**config.mk**
```make
export PLATFORM = sky130hd
export DESIGN_NAME = salsa20_stream_cipher
export DESIGN_NICKNAME = d
export VERILOG_FILES = /design/src/rtl/salsa_pkg.sv /design/src/rtl/salsa20_stream_cipher.sv /design/src/rtl/salsa_arx.sv /design/src/rtl/salsa_core.sv
export VERILOG_INCLUDE_DIRS = /design/src /design/src/rtl
export SDC_FILE = /design/constraint.sdc
export NUM_CORES = 2
export LEC_CHECK = 0
export ABC_AREA = 1
export ABC_CLOCK_PERIOD_IN_PS = 32200
export BUFFER_PORTS_ARGS = -buffer_cell sky130_fd_sc_hd__buf_2
export CELL_PAD_IN_SITES_DETAIL_PLACEMENT = 1
export CELL_PAD_IN_SITES_GLOBAL_PLACEMENT = 2
export CORE_MARGIN = 10
export CORE_UTILIZATION = 25
export DETAILED_ROUTE_END_ITERATION = 8
export PLACE_DENSITY_LB_ADDON = 0.1
export SYNTH_ARGS = -nofsm -noshare
export SYNTH_HDL_FRONTEND = slang
export SYNTH_SLANG_ARGS = --single-unit
export TNS_END_PERCENT = 1
```
**constraint.sdc**
```tcl
create_clock -name i_clk -period 32.2 [get_ports i_clk]
set_input_delay 9.66 -clock i_clk [delete_from_list [all_inputs] [get_ports i_clk]]
set_output_delay 9.66 -clock i_clk [all_outputs]
set_load 0.05 [all_outputs]
```
**src/rtl/salsa20_stream_cipher_assert.svh**
```systemverilog
// ----------------------------------------------------------------------------
// salsa20 stream cipher assertion macros
// implication checks on the block's internal control, clocked and reset-gated
// ----------------------------------------------------------------------------
`ifndef SALSA20_STREAM_CIPHER_ASSERT_SVH
`define SALSA20_STREAM_CIPHER_ASSERT_SVH

`ifndef NO_ASSERTIONS

// same-cycle implication
`define SALSA_ASSERT_IMP(label, clk, rst_n, ante, cons) \
    label: assert property (@(posedge clk) disable iff (!rst_n) (ante) |-> (cons)) \
        else $error("salsa20 stream cipher: implication check failed");

// next-cycle implication
`define SALSA_ASSERT_NXT(label, clk, rst_n, ante, cons) \
    label: assert property (@(posedge clk) disable iff (!rst_n) (ante) |=> (cons)) \
        else $error("salsa20 stream cipher: next-cycle check failed");

`else

`define SALSA_ASSERT_IMP(label, clk, rst_n, ante, cons)
`define SALSA_ASSERT_NXT(label, clk, rst_n, ante, cons)

`endif

`endif

```
**src/rtl/salsa_pkg.sv**
```systemverilog
// ----------------------------------------------------------------------------
// salsa_pkg
// shared types, constants and codes of the salsa20/20 stream cipher
// ----------------------------------------------------------------------------
package salsa_pkg;

    localparam int unsigned WordW       = 32;
    localparam int unsigned NumWords    = 16;
    localparam int unsigned NumLanes    = 4;
    localparam int unsigned DoubleRounds = 10;
    localparam int unsigned CfgIdxW     = 3;
    localparam int unsigned CfgDataW    = 64;

    typedef logic [WordW-1:0]                  t_word;
    typedef logic [NumLanes-1:0][WordW-1:0]    t_lanes;
    typedef logic [NumWords-1:0][WordW-1:0]    t_block;

    // "expand 32-byte k" and "expand 16-byte k", word 0 in the low slot
    localparam logic [3:0][WordW-1:0] SIGMA = {
        32'h6b206574, 32'h79622d32, 32'h3320646e, 32'h61707865
    };
    localparam logic [3:0][WordW-1:0] TAU = {
        32'h6b206574, 32'h79622d36, 32'h3120646e, 32'h61707865
    };

    // rotate amount codes of the arx unit
    localparam logic [2:0] ROT_NONE = 3'd0;
    localparam logic [2:0] ROT_7    = 3'd1;
    localparam logic [2:0] ROT_9    = 3'd2;
    localparam logic [2:0] ROT_13   = 3'd3;
    localparam logic [2:0] ROT_18   = 3'd4;

    // configuration register indexes
    localparam logic [CfgIdxW-1:0] CFG_KEY_0      = 3'd0;
    localparam logic [CfgIdxW-1:0] CFG_KEY_1      = 3'd1;
    localparam logic [CfgIdxW-1:0] CFG_KEY_2      = 3'd2;
    localparam logic [CfgIdxW-1:0] CFG_KEY_3      = 3'd3;
    localparam logic [CfgIdxW-1:0] CFG_KEY_MODE   = 3'd4;
    localparam logic [CfgIdxW-1:0] CFG_NONCE      = 3'd5;
    localparam logic [CfgIdxW-1:0] CFG_START_CTR  = 3'd6;

    typedef struct packed {
        logic busy;
        logic done;
    } t_core_stat;

endpackage

```
**src/rtl/salsa20_stream_cipher.sv**
```systemverilog
// ----------------------------------------------------------------------------
// salsa20_stream_cipher
// salsa20/20 byte stream cipher: each beat's byte is xored with keystream
// ----------------------------------------------------------------------------
// A byte inside a keystream block is xored and registered as it is taken,
// so such bytes flow at one per cycle while the output side keeps up. A byte
// that opens a block (byte position 0, or any byte marked first of message)
// first runs the block generator: it loads the state, runs the ten double
// rounds on a shared four-lane add-rotate-xor unit (one quarter round step
// across all four columns per cycle), adds the initial state back in as the
// feed-forward and hands the block over. No further byte is taken until the
// opening byte is registered for output. Configuration is taken in any
// cycle; key, mode and nonce are used when a block is generated and the start
// counter when a first-of-message byte arrives.
// ----------------------------------------------------------------------------
`include "salsa20_stream_cipher_assert.svh"

module salsa20_stream_cipher (
    input  logic                           i_clk,
    input  logic                           i_rst_n,
    input  logic                           i_in_valid,
    output logic                           o_in_ready,
    input  logic [7:0]                     i_data_in,
    input  logic                           i_first_of_message,
    output logic                           o_out_valid,
    input  logic                           i_out_ready,
    output logic [7:0]                     o_data_out,
    input  logic                           i_cfg_valid,
    output logic                           o_cfg_ready,
    input  logic [salsa_pkg::CfgIdxW-1:0]  i_cfg_index,
    input  logic [salsa_pkg::CfgDataW-1:0] i_cfg_data
);
    import salsa_pkg::*;

    localparam logic [1:0] S_IDLE = 2'd0;
    localparam logic [1:0] S_GEN  = 2'd1;
    localparam logic [1:0] S_EMIT = 2'd2;

    logic [3:0][63:0] r_key;
    logic             r_key_mode;
    logic [63:0]      r_nonce;
    logic [31:0]      r_start_ctr;

    logic [1:0]       r_state;
    logic [5:0]       r_pos;
    logic [63:0]      r_ctr;
    logic             r_start;
    logic             r_out_valid;
    logic [7:0]       r_out_data;
    logic [7:0]       r_data;

    logic             w_acc;
    logic             w_out_free;
    logic [5:0]       w_pos_eff;
    logic [63:0]      w_ctr_eff;
    logic [7:0]       w_ks_byte;
    t_core_stat       w_stat;

    assign o_cfg_ready = 1'b1;
    assign w_out_free  = !r_out_valid || i_out_ready;
    assign o_in_ready  = (r_state == S_IDLE) && w_out_free;
    assign w_acc       = i_in_valid && o_in_ready;
    assign w_pos_eff   = i_first_of_message ? 6'd0 : r_pos;
    assign w_ctr_eff   = i_first_of_message ? {32'd0, r_start_ctr} : r_ctr;
    assign o_out_valid = r_out_valid;
    assign o_data_out  = r_out_data;

    always_ff @(posedge i_clk) begin
        if (!i_rst_n) begin
            r_key       <= '0;
            r_key_mode  <= 1'b1;
            r_nonce     <= '0;
            r_start_ctr <= '0;
        end else if (i_cfg_valid && o_cfg_ready) begin
            unique case (i_cfg_index)
                CFG_KEY_0:     r_key[0]    <= i_cfg_data;
                CFG_KEY_1:     r_key[1]    <= i_cfg_data;
                CFG_KEY_2:     r_key[2]    <= i_cfg_data;
                CFG_KEY_3:     r_key[3]    <= i_cfg_data;
                CFG_KEY_MODE:  r_key_mode  <= i_cfg_data[0];
                CFG_NONCE:     r_nonce     <= i_cfg_data;
                CFG_START_CTR: r_start_ctr <= i_cfg_data[31:0];
                default: ;
            endcase
        end
    end

    salsa_core u_core (
        .i_clk      (i_clk),
        .i_rst_n    (i_rst_n),
        .i_start    (r_start),
        .i_key      (r_key),
        .i_key_mode (r_key_mode),
        .i_nonce    (r_nonce),
        .i_counter  (r_ctr),
        .i_byte_pos (r_pos),
        .o_ks_byte  (w_ks_byte),
        .o_stat     (w_stat)
    );

    always_ff @(posedge i_clk) begin
        if (!i_rst_n) begin
            r_state     <= S_IDLE;
            r_pos       <= '0;
            r_ctr       <= '0;
            r_start     <= 1'b0;
            r_out_valid <= 1'b0;
        end else begin
            r_start <= 1'b0;
            if (r_out_valid && i_out_ready) begin
                r_out_valid <= 1'b0;
            end
            unique case (r_state)
                S_IDLE: begin
                    if (w_acc) begin
                        if (w_pos_eff == 6'd0) begin
                            // block boundary: generate the next keystream block
                            r_ctr   <= w_ctr_eff;
                            r_pos   <= 6'd0;
                            r_start <= 1'b1;
                            r_state <= S_GEN;
                        end else begin
                            r_out_valid <= 1'b1;
                            r_pos       <= r_pos + 6'd1;
                        end
                    end
                end
                S_GEN: begin
                    if (w_stat.done) begin
                        r_ctr   <= r_ctr + 64'd1;
                        r_state <= S_EMIT;
                    end
                end
                S_EMIT: begin
                    if (w_out_free) begin
                        r_out_valid <= 1'b1;
                        r_pos       <= 6'd1;
                        r_state     <= S_IDLE;
                    end
                end
                default: r_state <= S_IDLE;
            endcase
        end
    end

    // beat payload path
    always_ff @(posedge i_clk) begin
        if (w_acc) begin
            r_data <= i_data_in;
            if (w_pos_eff != 6'd0) begin
                r_out_data <= i_data_in ^ w_ks_byte;
            end
        end else if (r_state == S_EMIT && w_out_free) begin
            r_out_data <= r_data ^ w_ks_byte;
        end
    end

    `SALSA_ASSERT_NXT(a_boundary_starts_gen, i_clk, i_rst_n, w_acc && (w_pos_eff == 6'd0), r_start && (r_state == S_GEN))
    `SALSA_ASSERT_IMP(a_core_idle_when_idle, i_clk, i_rst_n, r_state == S_IDLE, !w_stat.busy)
    `SALSA_ASSERT_IMP(a_done_only_in_gen, i_clk, i_rst_n, w_stat.done, r_state == S_GEN)
    `SALSA_ASSERT_NXT(a_counter_steps, i_clk, i_rst_n, w_stat.done, r_ctr == ($past(r_ctr) + 64'd1))

endmodule

```
**src/rtl/salsa_arx.sv**
```systemverilog
// ----------------------------------------------------------------------------
// salsa_arx
// four-lane add-rotate-xor unit: res = t ^ rotl(x + y, rot)
// ----------------------------------------------------------------------------
module salsa_arx (
    input  salsa_pkg::t_lanes i_x,
    input  salsa_pkg::t_lanes i_y,
    input  salsa_pkg::t_lanes i_t,
    input  logic [2:0]        i_rot,
    output salsa_pkg::t_lanes o_res
);
    import salsa_pkg::*;

    t_lanes w_sum;
    t_lanes w_rot;

    always_comb begin
        for (int l = 0; l < NumLanes; l++) begin
            w_sum[l] = i_x[l] + i_y[l];
            unique case (i_rot)
                ROT_NONE: w_rot[l] = w_sum[l];
                ROT_7:    w_rot[l] = {w_sum[l][24:0], w_sum[l][31:25]};
                ROT_9:    w_rot[l] = {w_sum[l][22:0], w_sum[l][31:23]};
                ROT_13:   w_rot[l] = {w_sum[l][18:0], w_sum[l][31:19]};
                ROT_18:   w_rot[l] = {w_sum[l][13:0], w_sum[l][31:14]};
                default:  w_rot[l] = w_sum[l];
            endcase
            o_res[l] = i_t[l] ^ w_rot[l];
        end
    end

endmodule

```
**src/rtl/salsa_core.sv**
```systemverilog
// ----------------------------------------------------------------------------
// salsa_core
// keystream block generator: 16-word state, step sequencer, shared arx unit
// ----------------------------------------------------------------------------
module salsa_core (
    input  logic                  i_clk,
    input  logic                  i_rst_n,
    input  logic                  i_start,
    input  logic [3:0][63:0]      i_key,
    input  logic                  i_key_mode,
    input  logic [63:0]           i_nonce,
    input  logic [63:0]           i_counter,
    input  logic [5:0]            i_byte_pos,
    output logic [7:0]            o_ks_byte,
    output salsa_pkg::t_core_stat o_stat
);
    import salsa_pkg::*;

    localparam logic [1:0] PH_IDLE  = 2'd0;
    localparam logic [1:0] PH_ROUND = 2'd1;
    localparam logic [1:0] PH_FF    = 2'd2;

    localparam logic [6:0] LastRoundStep = 7'(DoubleRounds * 8 - 1);

    logic [1:0]  r_phase;
    logic [6:0]  r_step;
    logic        r_done;
    t_block      r_work;
    t_block      n_work;
    t_block      w_init;
    t_block      w_upd;

    logic [3:0][WordW-1:0] w_cw;
    logic [63:0] w_hi0;
    logic [63:0] w_hi1;

    logic [1:0]  w_sub;
    logic [1:0]  w_tgt_role;
    logic [1:0]  w_x_role;
    logic [1:0]  w_y_role;
    logic [2:0]  w_rot;
    logic [3:0]  w_tgt_idx [NumLanes];
    logic [3:0]  w_x_idx   [NumLanes];
    logic [3:0]  w_y_idx   [NumLanes];
    t_lanes      w_x;
    t_lanes      w_y;
    t_lanes      w_t;
    t_lanes      w_res;
    t_word       w_ks_word;

    // initial state from constants, key, nonce and counter
    always_comb begin
        w_cw  = i_key_mode ? SIGMA : TAU;
        w_hi0 = i_key_mode ? i_key[2] : i_key[0];
        w_hi1 = i_key_mode ? i_key[3] : i_key[1];
        w_init[0]  = w_cw[0];
        w_init[1]  = i_key[0][31:0];
        w_init[2]  = i_key[0][63:32];
        w_init[3]  = i_key[1][31:0];
        w_init[4]  = i_key[1][63:32];
        w_init[5]  = w_cw[1];
        w_init[6]  = i_nonce[31:0];
        w_init[7]  = i_nonce[63:32];
        w_init[8]  = i_counter[31:0];
        w_init[9]  = i_counter[63:32];
        w_init[10] = w_cw[2];
        w_init[11] = w_hi0[31:0];
        w_init[12] = w_hi0[63:32];
        w_init[13] = w_hi1[31:0];
        w_init[14] = w_hi1[63:32];
        w_init[15] = w_cw[3];
    end

    // every half round runs as a column round; the state is transposed after
    // each one, which turns the next column round into the row round
    always_comb begin
        w_sub = r_step[1:0];
        unique case (w_sub)
            2'd0: begin w_tgt_role = 2'd1; w_x_role = 2'd0; w_y_role = 2'd3; end
            2'd1: begin w_tgt_role = 2'd2; w_x_role = 2'd1; w_y_role = 2'd0; end
            2'd2: begin w_tgt_role = 2'd3; w_x_role = 2'd2; w_y_role = 2'd1; end
            2'd3: begin w_tgt_role = 2'd0; w_x_role = 2'd3; w_y_role = 2'd2; end
            default: begin w_tgt_role = 2'd1; w_x_role = 2'd0; w_y_role = 2'd3; end
        endcase
        unique case (w_sub)
            2'd0:    w_rot = ROT_7;
            2'd1:    w_rot = ROT_9;
            2'd2:    w_rot = ROT_13;
            2'd3:    w_rot = ROT_18;
            default: w_rot = ROT_7;
        endcase

        for (int l = 0; l < NumLanes; l++) begin
            if (r_phase == PH_FF) begin
                // feed-forward: four words a step
                w_tgt_idx[l] = {w_sub, 2'(l)};
                w_x_idx[l]   = {w_sub, 2'(l)};
                w_y_idx[l]   = {w_sub, 2'(l)};
                w_x[l]       = r_work[w_x_idx[l]];
                w_y[l]       = w_init[w_y_idx[l]];
                w_t[l]       = '0;
            end else begin
                w_tgt_idx[l] = 4'(5 * l) + {w_tgt_role, 2'b00};
                w_x_idx[l]   = 4'(5 * l) + {w_x_role, 2'b00};
                w_y_idx[l]   = 4'(5 * l) + {w_y_role, 2'b00};
                w_x[l]       = r_work[w_x_idx[l]];
                w_y[l]       = r_work[w_y_idx[l]];
                w_t[l]       = r_work[w_tgt_idx[l]];
            end
        end
    end

    salsa_arx u_arx (
        .i_x   (w_x),
        .i_y   (w_y),
        .i_t   (w_t),
        .i_rot ((r_phase == PH_FF) ? ROT_NONE : w_rot),
        .o_res (w_res)
    );

    always_comb begin
        w_upd = r_work;
        for (int l = 0; l < NumLanes; l++) begin
            w_upd[w_tgt_idx[l]] = w_res[l];
        end
        n_work = w_upd;
        if (r_phase == PH_ROUND && w_sub == 2'd3) begin
            for (int r = 0; r < 4; r++) begin
                for (int c = 0; c < 4; c++) begin
                    n_work[4 * r + c] = w_upd[4 * c + r];
                end
            end
        end
    end

    always_ff @(posedge i_clk) begin
        if (!i_rst_n) begin
            r_phase <= PH_IDLE;
            r_step  <= '0;
            r_done  <= 1'b0;
        end else begin
            r_done <= 1'b0;
            unique case (r_phase)
                PH_IDLE: begin
                    if (i_start) begin
                        r_phase <= PH_ROUND;
                        r_step  <= '0;
                    end
                end
                PH_ROUND: begin
                    r_step <= r_step + 7'd1;
                    if (r_step == LastRoundStep) begin
                        r_phase <= PH_FF;
                        r_step  <= '0;
                    end
                end
                PH_FF: begin
                    r_step <= r_step + 7'd1;
                    if (w_sub == 2'd3) begin
                        r_phase <= PH_IDLE;
                        r_step  <= '0;
                        r_done  <= 1'b1;
                    end
                end
                default: begin
                    r_phase <= PH_IDLE;
                    r_step  <= '0;
                end
            endcase
        end
    end

    // working state doubles as the keystream block once finished
    always_ff @(posedge i_clk) begin
        if (r_phase == PH_IDLE) begin
            if (i_start) begin
                r_work <= w_init;
            end
        end else begin
            r_work <= n_work;
        end
    end

    assign w_ks_word     = r_work[i_byte_pos[5:2]];
    assign o_ks_byte     = w_ks_word[{i_byte_pos[1:0], 3'b000} +: 8];
    assign o_stat.busy   = (r_phase != PH_IDLE);
    assign o_stat.done   = r_done;

endmodule
```
==> metrics.yaml <==
wl_met2_mm: 308
r2r.worst_path.cells: 29
crit_chain: "buf_2, nor2_1, nor3_1, buf_2"
crit_start: "i_out_ready"
grt_max_degree: 144
core_area_mm2: 0.347
crit_path_end_kind: "output pin"
met1_length_mm: 310
hold_buffers: 0
worst_pin_slew_ns: 1.52
r2r-start: "u_core.r_step[1]$_SDFFE_PN0P_"
fmax_ghz: 0.0500
crit_path_frequent_cell: "buf_2"
critPathCapture: "o_in_ready"
clk_pin_slew_worst_paths_ns: 0.06
finalSetupViolCount: 0
yosys.cell_types.count: 60
first_pass_iters: 6
crit_required_ns: 22.54
setup_ws_ns: 12.21
critical_path_buf_inv_count: 2
h-tree-depth: 4
antenna_found_initial: 158
cap_violations: 1
grt_usage: 0.401
io_pins: 92
clock_skew_ns: 0.0662
synth_fp_nets: 14700
synth_seq_area_share: 0.282
critPathKind: "input pin to output pin"
outcome: "finished with violations"
synth_edf_count: 528
cts_inserted_buffers: 146
fin_nets: 14400
dieArea_mm2: 0.372
finalCritPeriodShare: 0.621
die_x_um: 610
start_kind: "input pin"
drive_above_1_share: 0.0649
rsz0062_at_grt: "no"
die_h_um: 610
clock_latency_ns: 0.92
dp_hpwl_mm: 574
top_layer: "met5"
cp_top_family: "simple AND/OR/NAND/NOR gates"
area_growth_pct: 12.9
initial_core_util: 0.251
wire_per_inst_um: 41.7
drc: 0
crit_path_max_incr_delay_ns: 0.24
post_cts_buffers: 0
violations: "max-capacitance violations, max-slew violations"
hold_path_class: "register to register"
reg2reg_to: "u_core.r_work[392]$_DFFE_PP_"
port-buffer-count: 90
syn_area_mm2: 0.0871
synth_warnings: 0
fillers: 44300
tritoncts: "yes"
hold_violations: 0
grt_pass1_wl_mm: 1030
gp_congestion: 1.01
pre_cts_ws_ns: 12.20
grt_pass1_vias: 109000
cp.arrival_ns: 10.33
vias_per_cell: 6.21
rrSetupSlack_ns: 21.21
tns_ns: 0
clock_sinks: 965
cp_max_fo: 4
ant_nets: 0
drt-total-wl_mm: 789
worstSetupPathDepth: 4
synth_ff_type: "edfxtp_1"
final_max_slew_viol_count: 3
synth.avg_cell_area_um2: 6.00
cts-resized-gates: 0
max_slew_margin: -0.0239
dr.first_iter.drc_count: 18800
cts_root_buffer: "clkbuf_16"
overflow: 0
num_vias: 118000
final_common_cell: "nand2_1"
row_count: 216
final_cell_mix: "3741 x nand2_1, 2099 x nand3_1, 1554 x inv_1"
period_minus_slack_ns: 19.99
route.met3.wl_mm: 103
async_flop_share: 0
clock_path_buffers: 4
syn_inst: 14500
critPathSlowestCell: "nor2_1"
synth-seq-cells: 965
[how the worst min path moves through the flow]
stage,start,endpoint,slack (ns),cells after the start
detailed placement,r_start_ctr[5]$_SDFFE_PN0P_,r_start_ctr[5]$_SDFFE_PN0P_,0.44,2
finish,r_start_ctr[5]$_SDFFE_PN0P_,r_start_ctr[5]$_SDFFE_PN0P_,0.44,2
global route,r_key[202]$_SDFFE_PN0P_,r_key[202]$_SDFFE_PN0P_,0.47,2
global placement,r_key[212]$_SDFFE_PN0P_,r_key[212]$_SDFFE_PN0P_,0.43,2
floorplan,r_key[221]$_SDFFE_PN0P_,r_key[221]$_SDFFE_PN0P_,0.42,2
CTS,r_start_ctr[5]$_SDFFE_PN0P_,r_start_ctr[5]$_SDFFE_PN0P_,0.45,2
[worst reg2reg max path, delay by kind of cell, from the launching register on]
kind | cells | cell delay (ns)
compound gates | 4 | 1.56
fa+ha+maj | 2 | 0.77
simple gates | 16 | 5.06
buf+inv | 7 | 3.05
flops | 1 | 0.42
[synthesized netlist by cell type (all sizes together) (2+ instances only)]
cell type | number | area share
clkbuf | 724 | 0.031
a311oi | 3 | 0.00030
a2111oi | 14 | 0.0014
o32ai | 12 | 0.0012
a21oi | 1052 | 0.060
a31o | 18 | 0.0018
nor3b | 4 | 0.00034
o21a | 18 | 0.0016
nand3 | 2100 | 0.12
nor4 | 14 | 0.0012
a21o | 4 | 0.00034
fa | 4 | 0.00092
a211oi | 35 | 0.0030
a31oi | 25 | 0.0018
mux2i | 12 | 0.0014
nor3 | 138 | 0.0081
dfxtp | 437 | 0.10
edfxtp | 528 | 0.18
a221oi | 93 | 0.0093
or2 | 53 | 0.0038
ha | 139 | 0.020
inv | 1601 | 0.069
and2 | 36 | 0.0026
o221a | 4 | 0.00052
nand4 | 96 | 0.0069
a41oi | 14 | 0.0014
nand2 | 3754 | 0.16
xnor2 | 20 | 0.0020
xor2 | 47 | 0.0048
o211ai | 242 | 0.021
o21bai | 16 | 0.0014
o2111ai | 2 | 0.00020
o221ai | 36 | 0.0036
o21ai | 1555 | 0.089
o22ai | 238 | 0.017
clkinv | 11 | 0.00047
buf | 246 | 0.012
o31ai | 2 | 0.00017
nand3b | 48 | 0.0041
nor2 | 1086 | 0.047
a22oi | 33 | 0.0028
[cell type report]
cell class	instances	area (µm²)	area share
Inverter	1612	6170	0.0627
Clock buffer	216	4480	0.0455
Antenna cell	74	185	0.00188
Multi-Input combinational cell	11000	53300	0.542
Tap cell	4578	5730	0.0582
Clock inverter	48	369	0.00375
Timing Repair Buffer	478	3540	0.0359
Sequential cell	965	24600	0.250
[sequential cells by signal, indices dropped and copies added, names as in the netlist]
name and flops:
u_core.r_step 7, r_start_ctr 32, r_key_mode 1, r_ctr 64, r_pos 6, u_core.r_phase 2
o_data_out 8, r_data 8, u_core.r_work 512, r_nonce 64, r_state 2, r_key 256
r_start 1, o_out_valid 1, u_core.r_done 1
[metrics by stage]
stage / utilization / std cells / hold slack (ns) / area, µm²
after CTS: 0.283 / 18900 / 0.448 / 98200
after global routing: 0.283 / 18900 / 0.468 / 98200
after global placement: 0.269 / 18600 / 0.432 / 93300
after floorplan: - / 14500 / 0.424 / 87100
after detailed placement: 0.269 / 18600 / 0.439 / 93300
final: 0.284 / 18900 / 0.443 / 98400
[routing by layer]
layer,up-vias,track usage
met3,1964,0.149
met1,59000,0.507
met5,-,0
met4,54,0.292
li1,48400,-
met2,8169,0.552
[kinds of logic after synthesis]
family | after synthesis | share of synthesized area
DFF | 965 | 0.282
other | 1 | 0.0000430
AOI/OAI and AO/OA | 3422 | 0.219
muxes | 12 | 0.00138
and+or+nand+nor | 7331 | 0.357
buffers and inverters | 2582 | 0.112
xor gates and xnor gates | 67 | 0.00682
adders and majority gates | 143 | 0.0209
Power is not shown: default switching activity piles up to over one toggle a cycle in this logic, so the estimate is an artifact.
